==> src/hw/rtl/fcs_pkg.sv <==
// ----------------------------------------------------------------------------
// fcs_pkg
// Shared types and constants for the cycle counter frequency scale estimator.
// ----------------------------------------------------------------------------
package fcs_pkg;

    localparam int unsigned CNT_W   = 64;
    localparam int unsigned KHZ_W   = 32;
    localparam int unsigned SCALE_W = 11;
    localparam int unsigned CFG_W   = 32;
    localparam int unsigned MULT_W  = 30;
    localparam int unsigned SCALE_SHIFT = 10;

    localparam logic [31:0] USEC_PER_SEC_K = 32'd1000000;
    localparam logic [SCALE_W-1:0] SCALE_ONE = 11'd1024;

    localparam logic [CFG_W-1:0]  RST_MIN_SAMPLE_TICKS = 32'd58;
    localparam logic [MULT_W-1:0] RST_TICK_NS_MULT     = 30'd1250;
    localparam logic [CFG_W-1:0]  RST_TICK_NS_DIV      = 32'd24;
    localparam logic [CFG_W-1:0]  RST_MAX_FREQ_KHZ     = 32'd2016000;

    typedef enum logic [1:0] {
        ACT_ACCUM    = 2'd0,
        ACT_RESYNC   = 2'd1,
        ACT_EVAL     = 2'd2,
        ACT_ACC_EVAL = 2'd3
    } t_action;

    typedef enum logic [1:0] {
        CFG_MIN_SAMPLE_TICKS = 2'd0,
        CFG_TICK_NS_MULT     = 2'd1,
        CFG_TICK_NS_DIV      = 2'd2,
        CFG_MAX_FREQ_KHZ     = 2'd3
    } t_cfg_idx;

    typedef enum logic [2:0] {
        ST_IDLE,
        ST_UPDATE,
        ST_CHECK,
        ST_MUL_LO,
        ST_MUL_HI,
        ST_DIV_START,
        ST_DIV_WAIT,
        ST_OUT
    } t_state;

    typedef enum logic [1:0] {
        DK_NS,
        DK_FREQ,
        DK_SCALE
    } t_div_kind;

    typedef enum logic [1:0] {
        DV_IDLE,
        DV_CHECK,
        DV_RUN,
        DV_DONE
    } t_div_state;

    typedef struct packed {
        logic             start;
        logic [CNT_W-1:0] num_hi;
        logic [CNT_W-1:0] num_lo;
        logic [CNT_W-1:0] den;
    } t_div_req;

endpackage

==> src/hw/rtl/fcs_div.sv <==
// ----------------------------------------------------------------------------
// fcs_div
// Radix-2 restoring divider, 128 by 64 bits, quotient saturated to 64 bits.
// ----------------------------------------------------------------------------
module fcs_div (
    input  logic                  i_clk,
    input  logic                  i_rst_n,
    input  fcs_pkg::t_div_req     i_req,
    output logic                  o_done,
    output logic [fcs_pkg::CNT_W-1:0] o_quo
);
    import fcs_pkg::*;

    t_div_state r_state, n_state;
    logic [CNT_W-1:0] r_rem;
    logic [CNT_W-1:0] r_lo;
    logic [CNT_W-1:0] r_den;
    logic [5:0]       r_cnt;

    logic [CNT_W-1:0] w_sh;
    logic             w_ge;

    assign w_sh = {r_rem[CNT_W-2:0], r_lo[CNT_W-1]};
    assign w_ge = r_rem[CNT_W-1] || (w_sh >= r_den);

    always_comb begin
        n_state = r_state;
        unique case (r_state)
            DV_IDLE:  if (i_req.start) n_state = DV_CHECK;
            DV_CHECK: n_state = (r_rem >= r_den) ? DV_DONE : DV_RUN;
            DV_RUN:   if (r_cnt == 6'd0) n_state = DV_DONE;
            DV_DONE:  n_state = DV_IDLE;
            default:  n_state = DV_IDLE;
        endcase
    end

    always_comb begin
        o_done = (r_state == DV_DONE);
        o_quo  = r_lo;
    end

    always_ff @(posedge i_clk) begin
        if (!i_rst_n) begin
            r_state <= DV_IDLE;
        end else begin
            r_state <= n_state;
        end
    end

    always_ff @(posedge i_clk) begin
        unique case (r_state)
            DV_IDLE: begin
                r_rem <= i_req.num_hi;
                r_lo  <= i_req.num_lo;
                r_den <= i_req.den;
                r_cnt <= 6'd63;
            end
            DV_CHECK: begin
                if (r_rem >= r_den) begin
                    r_lo <= '1;
                end
            end
            DV_RUN: begin
                r_rem <= w_ge ? (w_sh - r_den) : w_sh;
                r_lo  <= {r_lo[CNT_W-2:0], w_ge};
                r_cnt <= r_cnt - 6'd1;
            end
            default: begin
                r_cnt <= r_cnt;
            end
        endcase
    end

endmodule

==> src/hw/rtl/cycle_counter_freq_scale_estimator.sv <==
// ----------------------------------------------------------------------------
// cycle_counter_freq_scale_estimator
// Window accumulator and frequency/scale evaluator over wrapping counters.
// ----------------------------------------------------------------------------
// Each input beat carries an action and a snapshot of the constant-rate and
// core cycle counters and yields exactly one output beat. Accumulate and
// resync beats pass from the update state straight to the output, and an
// evaluate beat whose window is too short leaves after the window check. An
// evaluate beat with a long enough window makes three passes through one
// shared radix-2 divider (tick to ns, cycles to kHz, kHz to scale), with two
// 64x32 products built from two passes of one 32x32 multiplier; a zero ns
// count skips the kHz pass and its product. The input is not ready while an
// item is in work; a finished beat waits in the output register while the
// next input beat is taken.
module cycle_counter_freq_scale_estimator (
    input  logic          i_clk,
    input  logic          i_rst_n,
    input  logic          i_cfg_we,
    input  logic [1:0]    i_cfg_idx,
    input  logic [31:0]   i_cfg_wdata,
    input  logic          s_axis_tvalid,
    output logic          s_axis_tready,
    input  logic [127:0]  s_axis_tdata,  // const_count[63:0], core_count[127:64]
    input  logic [1:0]    s_axis_tuser,  // action[1:0]
    output logic          m_axis_tvalid,
    input  logic          m_axis_tready,
    output logic [47:0]   m_axis_tdata,  // freq_scale[10:0], measured_khz[42:11], zero
    output logic          m_axis_tuser   // scale_valid[0]
);
    import fcs_pkg::*;

    t_state r_state, n_state;

    logic [CFG_W-1:0]  r_min_ticks;
    logic [MULT_W-1:0] r_ns_mult;
    logic [CFG_W-1:0]  r_ns_div;
    logic [CFG_W-1:0]  r_max_khz;

    logic [CNT_W-1:0] r_prev_const, r_prev_core;
    logic [CNT_W-1:0] r_acc_const, r_acc_core;
    logic             r_stale;

    t_action          r_action;
    logic [CNT_W-1:0] r_cur_const, r_cur_core;

    t_div_kind        r_kind;
    logic [63:0]      r_plo, r_phi;
    logic [CNT_W-1:0] r_ns;
    logic [KHZ_W-1:0] r_freq;
    logic [SCALE_W-1:0] r_scale;
    logic             r_res_valid;

    logic             r_m_valid;
    logic [47:0]      r_m_data;
    logic             r_m_user;

    logic             w_accept;
    logic             w_do_acc, w_do_eval;
    logic [CNT_W-1:0] w_dc, w_dk;
    logic [CNT_W-1:0] w_mul_a;
    logic [31:0]      w_mul_b;
    logic [31:0]      w_mul_x;
    logic [63:0]      w_mul_p;
    logic [95:0]      w_prod;
    logic             w_out_free;
    t_div_req         w_div_req;
    logic             w_div_done;
    logic [CNT_W-1:0] w_div_quo;

    assign w_accept   = s_axis_tvalid && s_axis_tready;
    assign w_out_free = !r_m_valid || m_axis_tready;
    assign w_dc = r_cur_const - r_prev_const;
    assign w_dk = r_cur_core - r_prev_core;
    assign w_mul_a = (r_kind == DK_NS) ? r_acc_const : r_acc_core;
    assign w_mul_b = (r_kind == DK_NS) ? {2'b00, r_ns_mult} : USEC_PER_SEC_K;
    assign w_mul_x = (r_state == ST_MUL_HI) ? w_mul_a[63:32] : w_mul_a[31:0];
    assign w_mul_p = {32'd0, w_mul_x} * {32'd0, w_mul_b};
    assign w_prod  = {r_phi, 32'd0} + {32'd0, r_plo};

    always_comb begin
        w_do_acc  = 1'b0;
        w_do_eval = 1'b0;
        case (r_action)
            ACT_ACCUM:    w_do_acc = 1'b1;
            ACT_EVAL:     w_do_eval = 1'b1;
            ACT_ACC_EVAL: begin
                w_do_acc  = 1'b1;
                w_do_eval = 1'b1;
            end
            default:      w_do_acc = 1'b0;
        endcase
    end

    always_comb begin
        n_state = r_state;
        unique case (r_state)
            ST_IDLE:      if (w_accept) n_state = ST_UPDATE;
            ST_UPDATE:    n_state = w_do_eval ? ST_CHECK : ST_OUT;
            ST_CHECK:     n_state = ({32'd0, r_min_ticks} <= r_acc_const) ? ST_MUL_LO : ST_OUT;
            ST_MUL_LO:    n_state = ST_MUL_HI;
            ST_MUL_HI:    n_state = ST_DIV_START;
            ST_DIV_START: n_state = ST_DIV_WAIT;
            ST_DIV_WAIT: begin
                if (w_div_done) begin
                    unique case (r_kind)
                        DK_NS:   n_state = (w_div_quo == '0) ? ST_DIV_START : ST_MUL_LO;
                        DK_FREQ: n_state = ST_DIV_START;
                        default: n_state = ST_OUT;
                    endcase
                end
            end
            ST_OUT:       if (w_out_free) n_state = ST_IDLE;
            default:      n_state = ST_IDLE;
        endcase
    end

    always_comb begin
        s_axis_tready    = (r_state == ST_IDLE);
        w_div_req.start  = (r_state == ST_DIV_START);
        if (r_kind == DK_SCALE) begin
            w_div_req.num_hi = '0;
            w_div_req.num_lo = {22'd0, r_freq, {SCALE_SHIFT{1'b0}}};
            w_div_req.den    = {32'd0, r_max_khz};
        end else begin
            w_div_req.num_hi = {32'd0, w_prod[95:64]};
            w_div_req.num_lo = w_prod[63:0];
            w_div_req.den    = (r_kind == DK_NS) ? {32'd0, r_ns_div} : r_ns;
        end
    end

    fcs_div u_div (
        .i_clk   (i_clk),
        .i_rst_n (i_rst_n),
        .i_req   (w_div_req),
        .o_done  (w_div_done),
        .o_quo   (w_div_quo)
    );

    always_ff @(posedge i_clk) begin
        if (!i_rst_n) begin
            r_state <= ST_IDLE;
        end else begin
            r_state <= n_state;
        end
    end

    always_ff @(posedge i_clk) begin
        if (!i_rst_n) begin
            r_min_ticks <= RST_MIN_SAMPLE_TICKS;
            r_ns_mult   <= RST_TICK_NS_MULT;
            r_ns_div    <= RST_TICK_NS_DIV;
            r_max_khz   <= RST_MAX_FREQ_KHZ;
        end else if (i_cfg_we) begin
            unique case (t_cfg_idx'(i_cfg_idx))
                CFG_MIN_SAMPLE_TICKS: r_min_ticks <= i_cfg_wdata;
                CFG_TICK_NS_MULT:     r_ns_mult   <= i_cfg_wdata[MULT_W-1:0];
                CFG_TICK_NS_DIV:      r_ns_div    <= i_cfg_wdata;
                CFG_MAX_FREQ_KHZ:     r_max_khz   <= i_cfg_wdata;
                default:              r_max_khz   <= r_max_khz;
            endcase
        end
    end

    always_ff @(posedge i_clk) begin
        if (!i_rst_n) begin
            r_prev_const <= '0;
            r_prev_core  <= '0;
            r_acc_const  <= '0;
            r_acc_core   <= '0;
            r_stale      <= 1'b0;
            r_res_valid  <= 1'b0;
            r_kind       <= DK_NS;
        end else begin
            unique case (r_state)
                ST_IDLE: begin
                    if (w_accept) begin
                        r_action    <= t_action'(s_axis_tuser);
                        r_cur_const <= s_axis_tdata[63:0];
                        r_cur_core  <= s_axis_tdata[127:64];
                    end
                end
                ST_UPDATE: begin
                    r_res_valid <= 1'b0;
                    r_kind      <= DK_NS;
                    if (w_do_acc) begin
                        if (r_stale && (w_dc >= {32'd0, r_min_ticks})) begin
                            r_acc_const <= w_dc;
                            r_acc_core  <= w_dk;
                            r_stale     <= 1'b0;
                        end else begin
                            r_acc_const <= r_acc_const + w_dc;
                            r_acc_core  <= r_acc_core + w_dk;
                        end
                    end
                    if (r_action != ACT_EVAL) begin
                        r_prev_const <= r_cur_const;
                        r_prev_core  <= r_cur_core;
                    end
                end
                ST_CHECK: begin
                    if (({32'd0, r_min_ticks} > r_acc_const) && (r_acc_const != '0)) begin
                        r_stale <= 1'b1;
                    end
                end
                ST_MUL_LO: r_plo <= w_mul_p;
                ST_MUL_HI: r_phi <= w_mul_p;
                ST_DIV_WAIT: begin
                    if (w_div_done) begin
                        unique case (r_kind)
                            DK_NS: begin
                                r_ns <= w_div_quo;
                                if (w_div_quo == '0) begin
                                    r_freq <= r_max_khz;
                                    r_kind <= DK_SCALE;
                                end else begin
                                    r_kind <= DK_FREQ;
                                end
                            end
                            DK_FREQ: begin
                                r_freq <= (w_div_quo > {32'd0, r_max_khz}) ? r_max_khz
                                                                           : w_div_quo[31:0];
                                r_kind <= DK_SCALE;
                            end
                            default: begin
                                r_scale     <= (r_max_khz == '0) ? '0 : w_div_quo[SCALE_W-1:0];
                                r_res_valid <= 1'b1;
                            end
                        endcase
                    end
                end
                ST_OUT: begin
                    if (w_out_free && r_res_valid) begin
                        r_acc_const <= '0;
                        r_acc_core  <= '0;
                        r_stale     <= 1'b0;
                    end
                end
                default: begin
                    r_kind <= r_kind;
                end
            endcase
        end
    end

    always_ff @(posedge i_clk) begin
        if (!i_rst_n) begin
            r_m_valid <= 1'b0;
        end else if ((r_state == ST_OUT) && w_out_free) begin
            r_m_valid <= 1'b1;
        end else if (m_axis_tready) begin
            r_m_valid <= 1'b0;
        end
    end

    always_ff @(posedge i_clk) begin
        if ((r_state == ST_OUT) && w_out_free) begin
            r_m_user <= r_res_valid;
            if (r_res_valid) begin
                r_m_data <= {5'd0, r_freq, r_scale};
            end else begin
                r_m_data <= '0;
            end
        end
    end

    assign m_axis_tvalid = r_m_valid;
    assign m_axis_tdata  = r_m_data;
    assign m_axis_tuser  = r_m_user;

    a_khz_capped: assert property (@(posedge i_clk) disable iff (!i_rst_n)
        (m_axis_tvalid && m_axis_tuser) |-> (m_axis_tdata[42:11] <= r_max_khz))
        else $error("measured kHz above cap");

    a_scale_range: assert property (@(posedge i_clk) disable iff (!i_rst_n)
        m_axis_tvalid |-> (m_axis_tdata[10:0] <= SCALE_ONE))
        else $error("scale above full speed");

    a_invalid_zero: assert property (@(posedge i_clk) disable iff (!i_rst_n)
        (m_axis_tvalid && !m_axis_tuser) |-> (m_axis_tdata == '0))
        else $error("invalid beat carries data");

    a_div_done_wait: assert property (@(posedge i_clk) disable iff (!i_rst_n)
        w_div_done |-> (r_state == ST_DIV_WAIT))
        else $error("divider finished outside wait state");

    a_stale_clear: assert property (@(posedge i_clk) disable iff (!i_rst_n)
        (r_state == ST_CHECK && r_acc_const == '0) |=> !$rose(r_stale))
        else $error("empty window marked stale");

endmodule

==> config.mk <==
export PLATFORM = sky130hd
export DESIGN_NAME = cycle_counter_freq_scale_estimator
export DESIGN_NICKNAME = d
export VERILOG_FILES = /design/src/hw/rtl/fcs_pkg.sv /design/src/hw/rtl/fcs_div.sv /design/src/hw/rtl/cycle_counter_freq_scale_estimator.sv
export SDC_FILE = /design/constraint.sdc
export NUM_CORES = 2
export LEC_CHECK = 0
export ABC_AREA = 0
export BUFFER_PORTS_ARGS = -buffer_cell sky130_fd_sc_hd__buf_4
export CAP_MARGIN = 20
export CORE_ASPECT_RATIO = 1.25
export CORE_MARGIN = 2
export CORE_UTILIZATION = 25
export DETAILED_ROUTE_END_ITERATION = 7
export PLACE_DENSITY_LB_ADDON = 0.25
export SYNTH_ARGS = -nofsm -noshare
export SYNTH_HDL_FRONTEND = slang
export SYNTH_SLANG_ARGS = --single-unit
==> constraint.sdc <==
create_clock -name i_clk -period 12.7 [get_ports i_clk]
set_input_delay 2.54 -clock i_clk [delete_from_list [all_inputs] [get_ports i_clk]]
set_output_delay 2.54 -clock i_clk [all_outputs]
set_load 0.01 [all_outputs]
Word level (Yosys, flattened, before mapping)
Cells that the tools add are included.

Register bits after elaboration: 1004. Output and inout port bits: 51. Word-level logic and storage cells: 170.

Multiplexer cells: 48. Add/subtract/negate cells: 7. Equality and inequality tests: 31. Magnitude comparators: 6. Bitwise gates (word level): 1. Multipliers: 1. Reductions and logical operators: 46.

Operator list (count): $mux W64 (9); $pmux W64 S2 (3); $pmux W64 S3 (1); $sub A64 B64 Y64 (3); $mux W160 (1); $add A64 B64 Y64 (2); $ge A64 B64 Y1 (2); $add A96 B64 Y96 (1); $mux W32 (3); $ge A64 B32 Y1 (1); $gt A32 B64 Y1 (1); $gt A64 B32 Y1 (1); $le A32 B64 Y1 (1); $logic_not A64 Y1 (1); $pmux W32 S2 (1); $reduce_bool A64 Y1 (1); $mul A32 B30 Y62 (1); $logic_not A32 Y1 (1); $mux W30 (1); $pmux W3 S8 (1); $mux W3 (6); $reduce_and A2 Y1 (9); $ne A2 B2 Y1 const B (8); $reduce_and A3 Y1 (5); 28 further kinds (76).

Depth between registers and ports, before layout
Depth after elaboration: 6. Mapped depth: 40. Mapped depth without buffers: 36.

Cells and area by module
A second synthesis with hierarchy kept.

Cell total of the unflattened synthesis: 10759. Area, all modules: 93272.0 um^2.

By module, submodules not included: cycle_counter_freq_scale_estimator (cells an instance 9216, sequential area each 19969.2 um^2, area an instance 79160.9 um^2, times used 1); fcs_div (cells an instance 1543, sequential area each 5985.7 um^2, area an instance 14111.0 um^2, times used 1).

Least setup slack after synthesis
OpenSTA, ideal clock, no wires.

Path kind: register -> register. From: register r_state[1]. To: register r_phi[59], data pin. Buffers on the path: 4. Library setup time: 0.263 ns. Arrival time: 9.338 ns. Setup slack: 3.099 ns. Required time: 12.437 ns. Cell stages (with the launch flop): 35. Cell sequence: dfxtp_1 > clkbuf_1 > nor3_1 > clkbuf_1 > mux2_2 > o21ai_0 > clkbuf_1 > nor2_1 > fa_1 > fa_1 > fa_1 > inv_1 > fa_1 > inv_1 > fa_1 > fa_1 > fa_1 > inv_1 > fa_1 > inv_1 > ha_1 > clkbuf_1 > a21o_1 > a21oi_1 > o21ai_0 > a221oi_1 > nor2_1 > a2111o_1 > o311ai_0 > a21oi_1 > a21o_1 > a31o_2 > a21o_1 > a21oi_1 > xnor2_1.

Cells in the longest elaborated chain, start to end: 3.

RTL lines: from (decl) (line cycle_counter_freq_scale_estimator.sv:32) `t_state r_state, n_state;`; from (signal assigned) (line cycle_counter_freq_scale_estimator.sv:143) `r_state <= n_state;`; $eq A3 B3 Y1 (line cycle_counter_freq_scale_estimator.sv:76) `assign w_mul_x = (r_state == ST_MUL_HI) ? w_mul_a[63:32] : w_mul_a[31:0];`; $mux W32 (line cycle_counter_freq_scale_estimator.sv:76); $mul A32 B30 Y62 (line cycle_counter_freq_scale_estimator.sv:77) `assign w_mul_p = {32'd0, w_mul_x} * {32'd0, w_mul_b};`; net w_mul_p[59] (line cycle_counter_freq_scale_estimator.sv:63) `logic [63:0] w_mul_p;`; to (signal assigned) (line cycle_counter_freq_scale_estimator.sv:206) `ST_MUL_HI: r_phi <= w_mul_p;`; to (decl) (line cycle_counter_freq_scale_estimator.sv:47) `logic [63:0] r_plo, r_phi;`.

The timed path passes the listed nets, and every way through them passes these cells. A chain may end at the register's enable or synchronous reset.

Worst setup path after layout
From: register r_state[2]. To: register r_plo[61], data pin.

Cells in the longest elaborated chain, start to end: 3.

RTL lines: $eq A3 B3 Y1 (line cycle_counter_freq_scale_estimator.sv:76); $mux W32 (line cycle_counter_freq_scale_estimator.sv:76); $mul A32 B30 Y62 (line cycle_counter_freq_scale_estimator.sv:77); net w_mul_p[61] (line cycle_counter_freq_scale_estimator.sv:63); to (signal assigned) (line cycle_counter_freq_scale_estimator.sv:205) `ST_MUL_LO: r_plo <= w_mul_p;`; to (decl) (line cycle_counter_freq_scale_estimator.sv:47).

The timed path passes the listed nets, and every way through them passes these cells.

==> reports/results.env <==
GP_ROUTABILITY_CONGESTION=0.932
FIN_CRIT_SH=0.877
WORSTSKEWPAIRLATENCY_NS=0.81
DRIVE_GT1_FRAC=0.0683
CRITICAL_PATH.STARTPOINT='r_state[2]'
FINALCOREUTILIZATION=0.281
WORST_HOLD_PATH_EP='r_prev_const[18]'
VIAS=75561
DETAILED_PLACE.AREA_UM2=101000
P_LEAK_uW=0.0446
TOTAL_POWER_uW=21200
TIMING.REG2REG.WORST_PATH_DEPTH=33
SYNTH.AVG_CELL_AREA_UM2=8.90
TOTAL_STANDARD_CELL_AREA_AFTER_SYNTHESIS_UM2=93700
CLK_PATH_BUF_DEPTH=3
START_KIND='register'
SYN_TO_FINAL_GROWTH_PCT=12.1
SYNTH.FF_LATCH_COUNT=995
ROUTED_WL_PER_CELL_UM=22.0
CRITPATHMAXSTAGEDELAY_NS=0.76
DETAIL_ROUTE.DRC_VIOLATIONS=0
NUMPORTBUFFERS=214
CTS_TREE='done'
POSTSYNTH.TOPFLOPCELL='sky130_fd_sc_hd__edfxtp_1'
FINAL.SETUP.TNS_NS=0
TIMING_HOLD_VIOLATIONS_FINAL=0
YS_ASYNC_SR_FRACTION=0
HOLD_DEPTH=2
SYNTH.TOP_CELLS.BY_AREA='sky130_fd_sc_hd__edfxtp_1, sky130_fd_sc_hd__fa_1, sky130_fd_sc_hd__ha_1'
ANTENNA_VIOLATIONS_BEFORE_REPAIR=50
HPWL_MM=274
SYNTHDOMINANTCELLAREASHARE=0.193
GRT-OVFL-TOTAL=0
TIGHTEST_SLEW_NS=1.14
DIE_HEIGHT_UM=689
DRT-INITIAL-DRC-COUNT=5951
ANTENNA_VIOLATING_NETS_POST_ROUTE=0
TRITONCTS_NUM_SINKS=995
REQUIRED_TIME_OF_THE_CRITICAL_PATH_NS=13.23
CPMAXSTAGEDELAYCELL='sky130_fd_sc_hd__o21ai_2'
FINALINSTANCEAREA_UM2=105000
HTREE_LEVELS=3
GRT_START_MAX_NET_PINS=132
CTS_CLK_PIN_SLEW_WORST_PATHS_NS=0.06
RELSLEWSLACK=0.235
FINAL_MAX_SLEW_VIOL_COUNT=0
IRDROPWORSTVDD_uV=148
R2R-START='r_state[2]'
CRITPATHMAXFANOUT=96
MAXCAPVIOLATIONS=0
REG2REG_TO='r_plo[61]'
CTS_RESIZED=0
IOPINCOUNT=220
CRITICAL_PATH_CLASS='reg -> reg'
CRITPATHMOSTFREQUENTCELL='sky130_fd_sc_hd__fa_1'
MOST_USED_STANDARD_CELL_BY_INSTANCE_COUNT_AFTER_SYNTHESIS='sky130_fd_sc_hd__nand2_1'
LAYOUT_MIN_CYCLE_TIME_NS=11.14
NUMBER_OF_CELLS_PRODUCED_BY_SYNTHESIS=10534
WORSTSETUPENDPOINTTYPE='register'
STATUS='complete, no violations'
WORST_EP_ARRIVAL_TIME_NS=11.67
FMAX_MHz=89.7
POST-SYNTH-TOP-AREA-CELL='sky130_fd_sc_hd__edfxtp_1'
YS_SEQ_AREA_FRAC=0.277
YOSYS_WARNINGS=0
YOSYS.CELL_TYPES.COUNT=95
DIE_WIDTH_UM=552
FINAL_SETUP_VIOLATIONS=0
DR.PASS1.ITERS=5
CTS-HOLD-FIX-BUFFERS=0
FIRST_GLOBAL_VIAS=75995
FINALNETCOUNT=12272
HOLDCRITPATHCLASS='reg -> reg'
DIE_AREA_UM2=380000
GRT_UTIL_ALL_LAYERS=0.178
SITE_ROW_COUNT=251
FLOORPLAN.CORE_AREA_UM2=373000
COUNT_OF_BUFFERS_ADDED_BY_POST_CTS_TIMING_REPAIR_FOR_SETUP=0
INITIAL_UTILIZATION=0.251
FIN_SKEW_NS=0.0929
GRT_PASS1_WL_MM=508
SETUP_REPAIR_AFTER_GLOBAL_ROUTING_MISSED_ITS_MARGIN='false'
SYNTH_EDF_COUNT=603
REG2REG_SLACK_NS=1.56
YOSYS-TOP-CELLS-COUNT='sky130_fd_sc_hd__nand2_1, sky130_fd_sc_hd__inv_1, sky130_fd_sc_hd__nor2_1'
VIA_PER_INST=4.86
WORSTHOLDSTART='r_prev_const[18]'
TOTALWIRELENGTH_MM=343
CELLPOWERDENSITY_nW_PER_UM2=201
NUMBER_OF_CTS_INSERTED_BUFFERS=118
CLOCKROOTBUFFER='sky130_fd_sc_hd__clkbuf_16'
==> where the power goes <==
group	switching (uW)	leakage (uW)	internal [uW]
sequential	659	0.00906	4320
clock	1540	0.00202	2200
combinational	7940	0.0335	4490
==> worst max-delay path by stage <==
stage                     end  depth (start not counted)  slack [ns]
floorplan           r_phi[59]                         34        3.10
global placement    r_phi[61]                         33        1.78
detailed placement  r_plo[61]                         33        1.59
CTS                 r_phi[61]                         33        1.54
global route        r_phi[61]                         33        0.94
finish              r_plo[61]                         33        1.56
==> layout by cell type, fill, tap and decap left out, types with 26 or more instances in the layout <==
cell,netlist,final
sky130_fd_sc_hd__a211oi_1,46,46
sky130_fd_sc_hd__a21boi_0,255,255
sky130_fd_sc_hd__a21o_1,259,259
sky130_fd_sc_hd__a21oi_1,572,571
sky130_fd_sc_hd__a31oi_1,61,61
sky130_fd_sc_hd__and2_1,128,127
sky130_fd_sc_hd__and3_1,88,85
sky130_fd_sc_hd__buf_4,9,344
sky130_fd_sc_hd__clkbuf_16,0,118
sky130_fd_sc_hd__dfxtp_1,392,390
sky130_fd_sc_hd__edfxtp_1,603,603
sky130_fd_sc_hd__fa_1,842,842
sky130_fd_sc_hd__ha_1,764,761
sky130_fd_sc_hd__inv_1,1270,1268
sky130_fd_sc_hd__mux2_2,67,67
sky130_fd_sc_hd__mux2i_1,170,170
sky130_fd_sc_hd__nand2_1,1481,1476
sky130_fd_sc_hd__nand2b_1,76,76
sky130_fd_sc_hd__nand3_1,145,144
sky130_fd_sc_hd__nand4_1,126,126
sky130_fd_sc_hd__nor2_1,948,939
sky130_fd_sc_hd__nor2b_1,84,82
sky130_fd_sc_hd__nor3_1,85,82
sky130_fd_sc_hd__nor4_1,57,56
sky130_fd_sc_hd__o211ai_1,72,72
sky130_fd_sc_hd__o21a_1,90,90
sky130_fd_sc_hd__o21ai_0,431,413
sky130_fd_sc_hd__o21ai_1,63,61
sky130_fd_sc_hd__o21bai_1,66,66
sky130_fd_sc_hd__o22ai_1,28,28
sky130_fd_sc_hd__or3_1,27,26
sky130_fd_sc_hd__xnor2_1,246,246
sky130_fd_sc_hd__xor2_1,141,141
==> logic make-up (layout without fill, tap and decap cells) <==
logic type	count (synthesis)	count (layout)	share of synthesized area
AOI/OAI and AO/OA	2194	2194	0.150
xor gates and xnor gates	387	387	0.0362
adders and majority gates	1606	1606	0.282
buffers and inverters	1780	1844	0.0724
DFF	995	995	0.277
muxes	237	237	0.0262
other	1	22	0.0000400
and+or+nand+nor	3334	3334	0.156
==> worst max-delay path: cells and delay by family (launching register included) <==
kind,cells,cell delay (ns)
multiplexers,1,0.42
AO/OA/AOI/OAI,12,3.85
adder cells (fa/ha/maj),9,4.23
AND/OR/NAND/NOR,3,0.57
buffers and inverters,7,0.93
XOR/XNOR,1,0.13
flip-flops,1,0.57
==> metrics by stage <==
stage / setup WS [ns] / hold WS, ns / std cells
after CTS: 1.54 / 0.466 / 15535
after detailed placement: 1.59 / 0.457 / 15310
after global placement: 1.78 / 0.451 / 15310
after global routing: 0.941 / 0.478 / 15545
final: 1.56 / 0.461 / 15552
after floorplan: 3.10 / 0.406 / 10538
==> cell type report <==
cell class | count | area [um^2]
antenna | 17 | 42.5
sequential | 995 | 26000
timing repair buffer | 349 | 2680
tap | 4933 | 6170
inverter | 1270 | 4770
clock inverter | 80 | 1130
clock buffer | 145 | 3100
multi-input combinational | 7763 | 61200
fill | 39778 | 268000
==> registers in the layout, indices dropped and copies added (netlist names), 43 cells and up <==
name	cells
r_cur_const	64
r_cur_core	64
m_axis_tdata	43
u_div.r_rem	64
r_acc_const	64
r_prev_const	64
r_prev_core	64
r_phi	62
r_acc_core	64
u_div.r_den	64
r_ns	64
r_plo	62
u_div.o_quo	64
==> per-layer routing <==
layer	vias to the layer above	wire length, um	global-route usage
met5	-	82	0
met4	12	16600	0.0764
met3	529	17100	0.0193
met2	2150	163000	0.303
met1	37466	146000	0.227
li1	35404	-	-
Power figures use the tool's default switching activity.
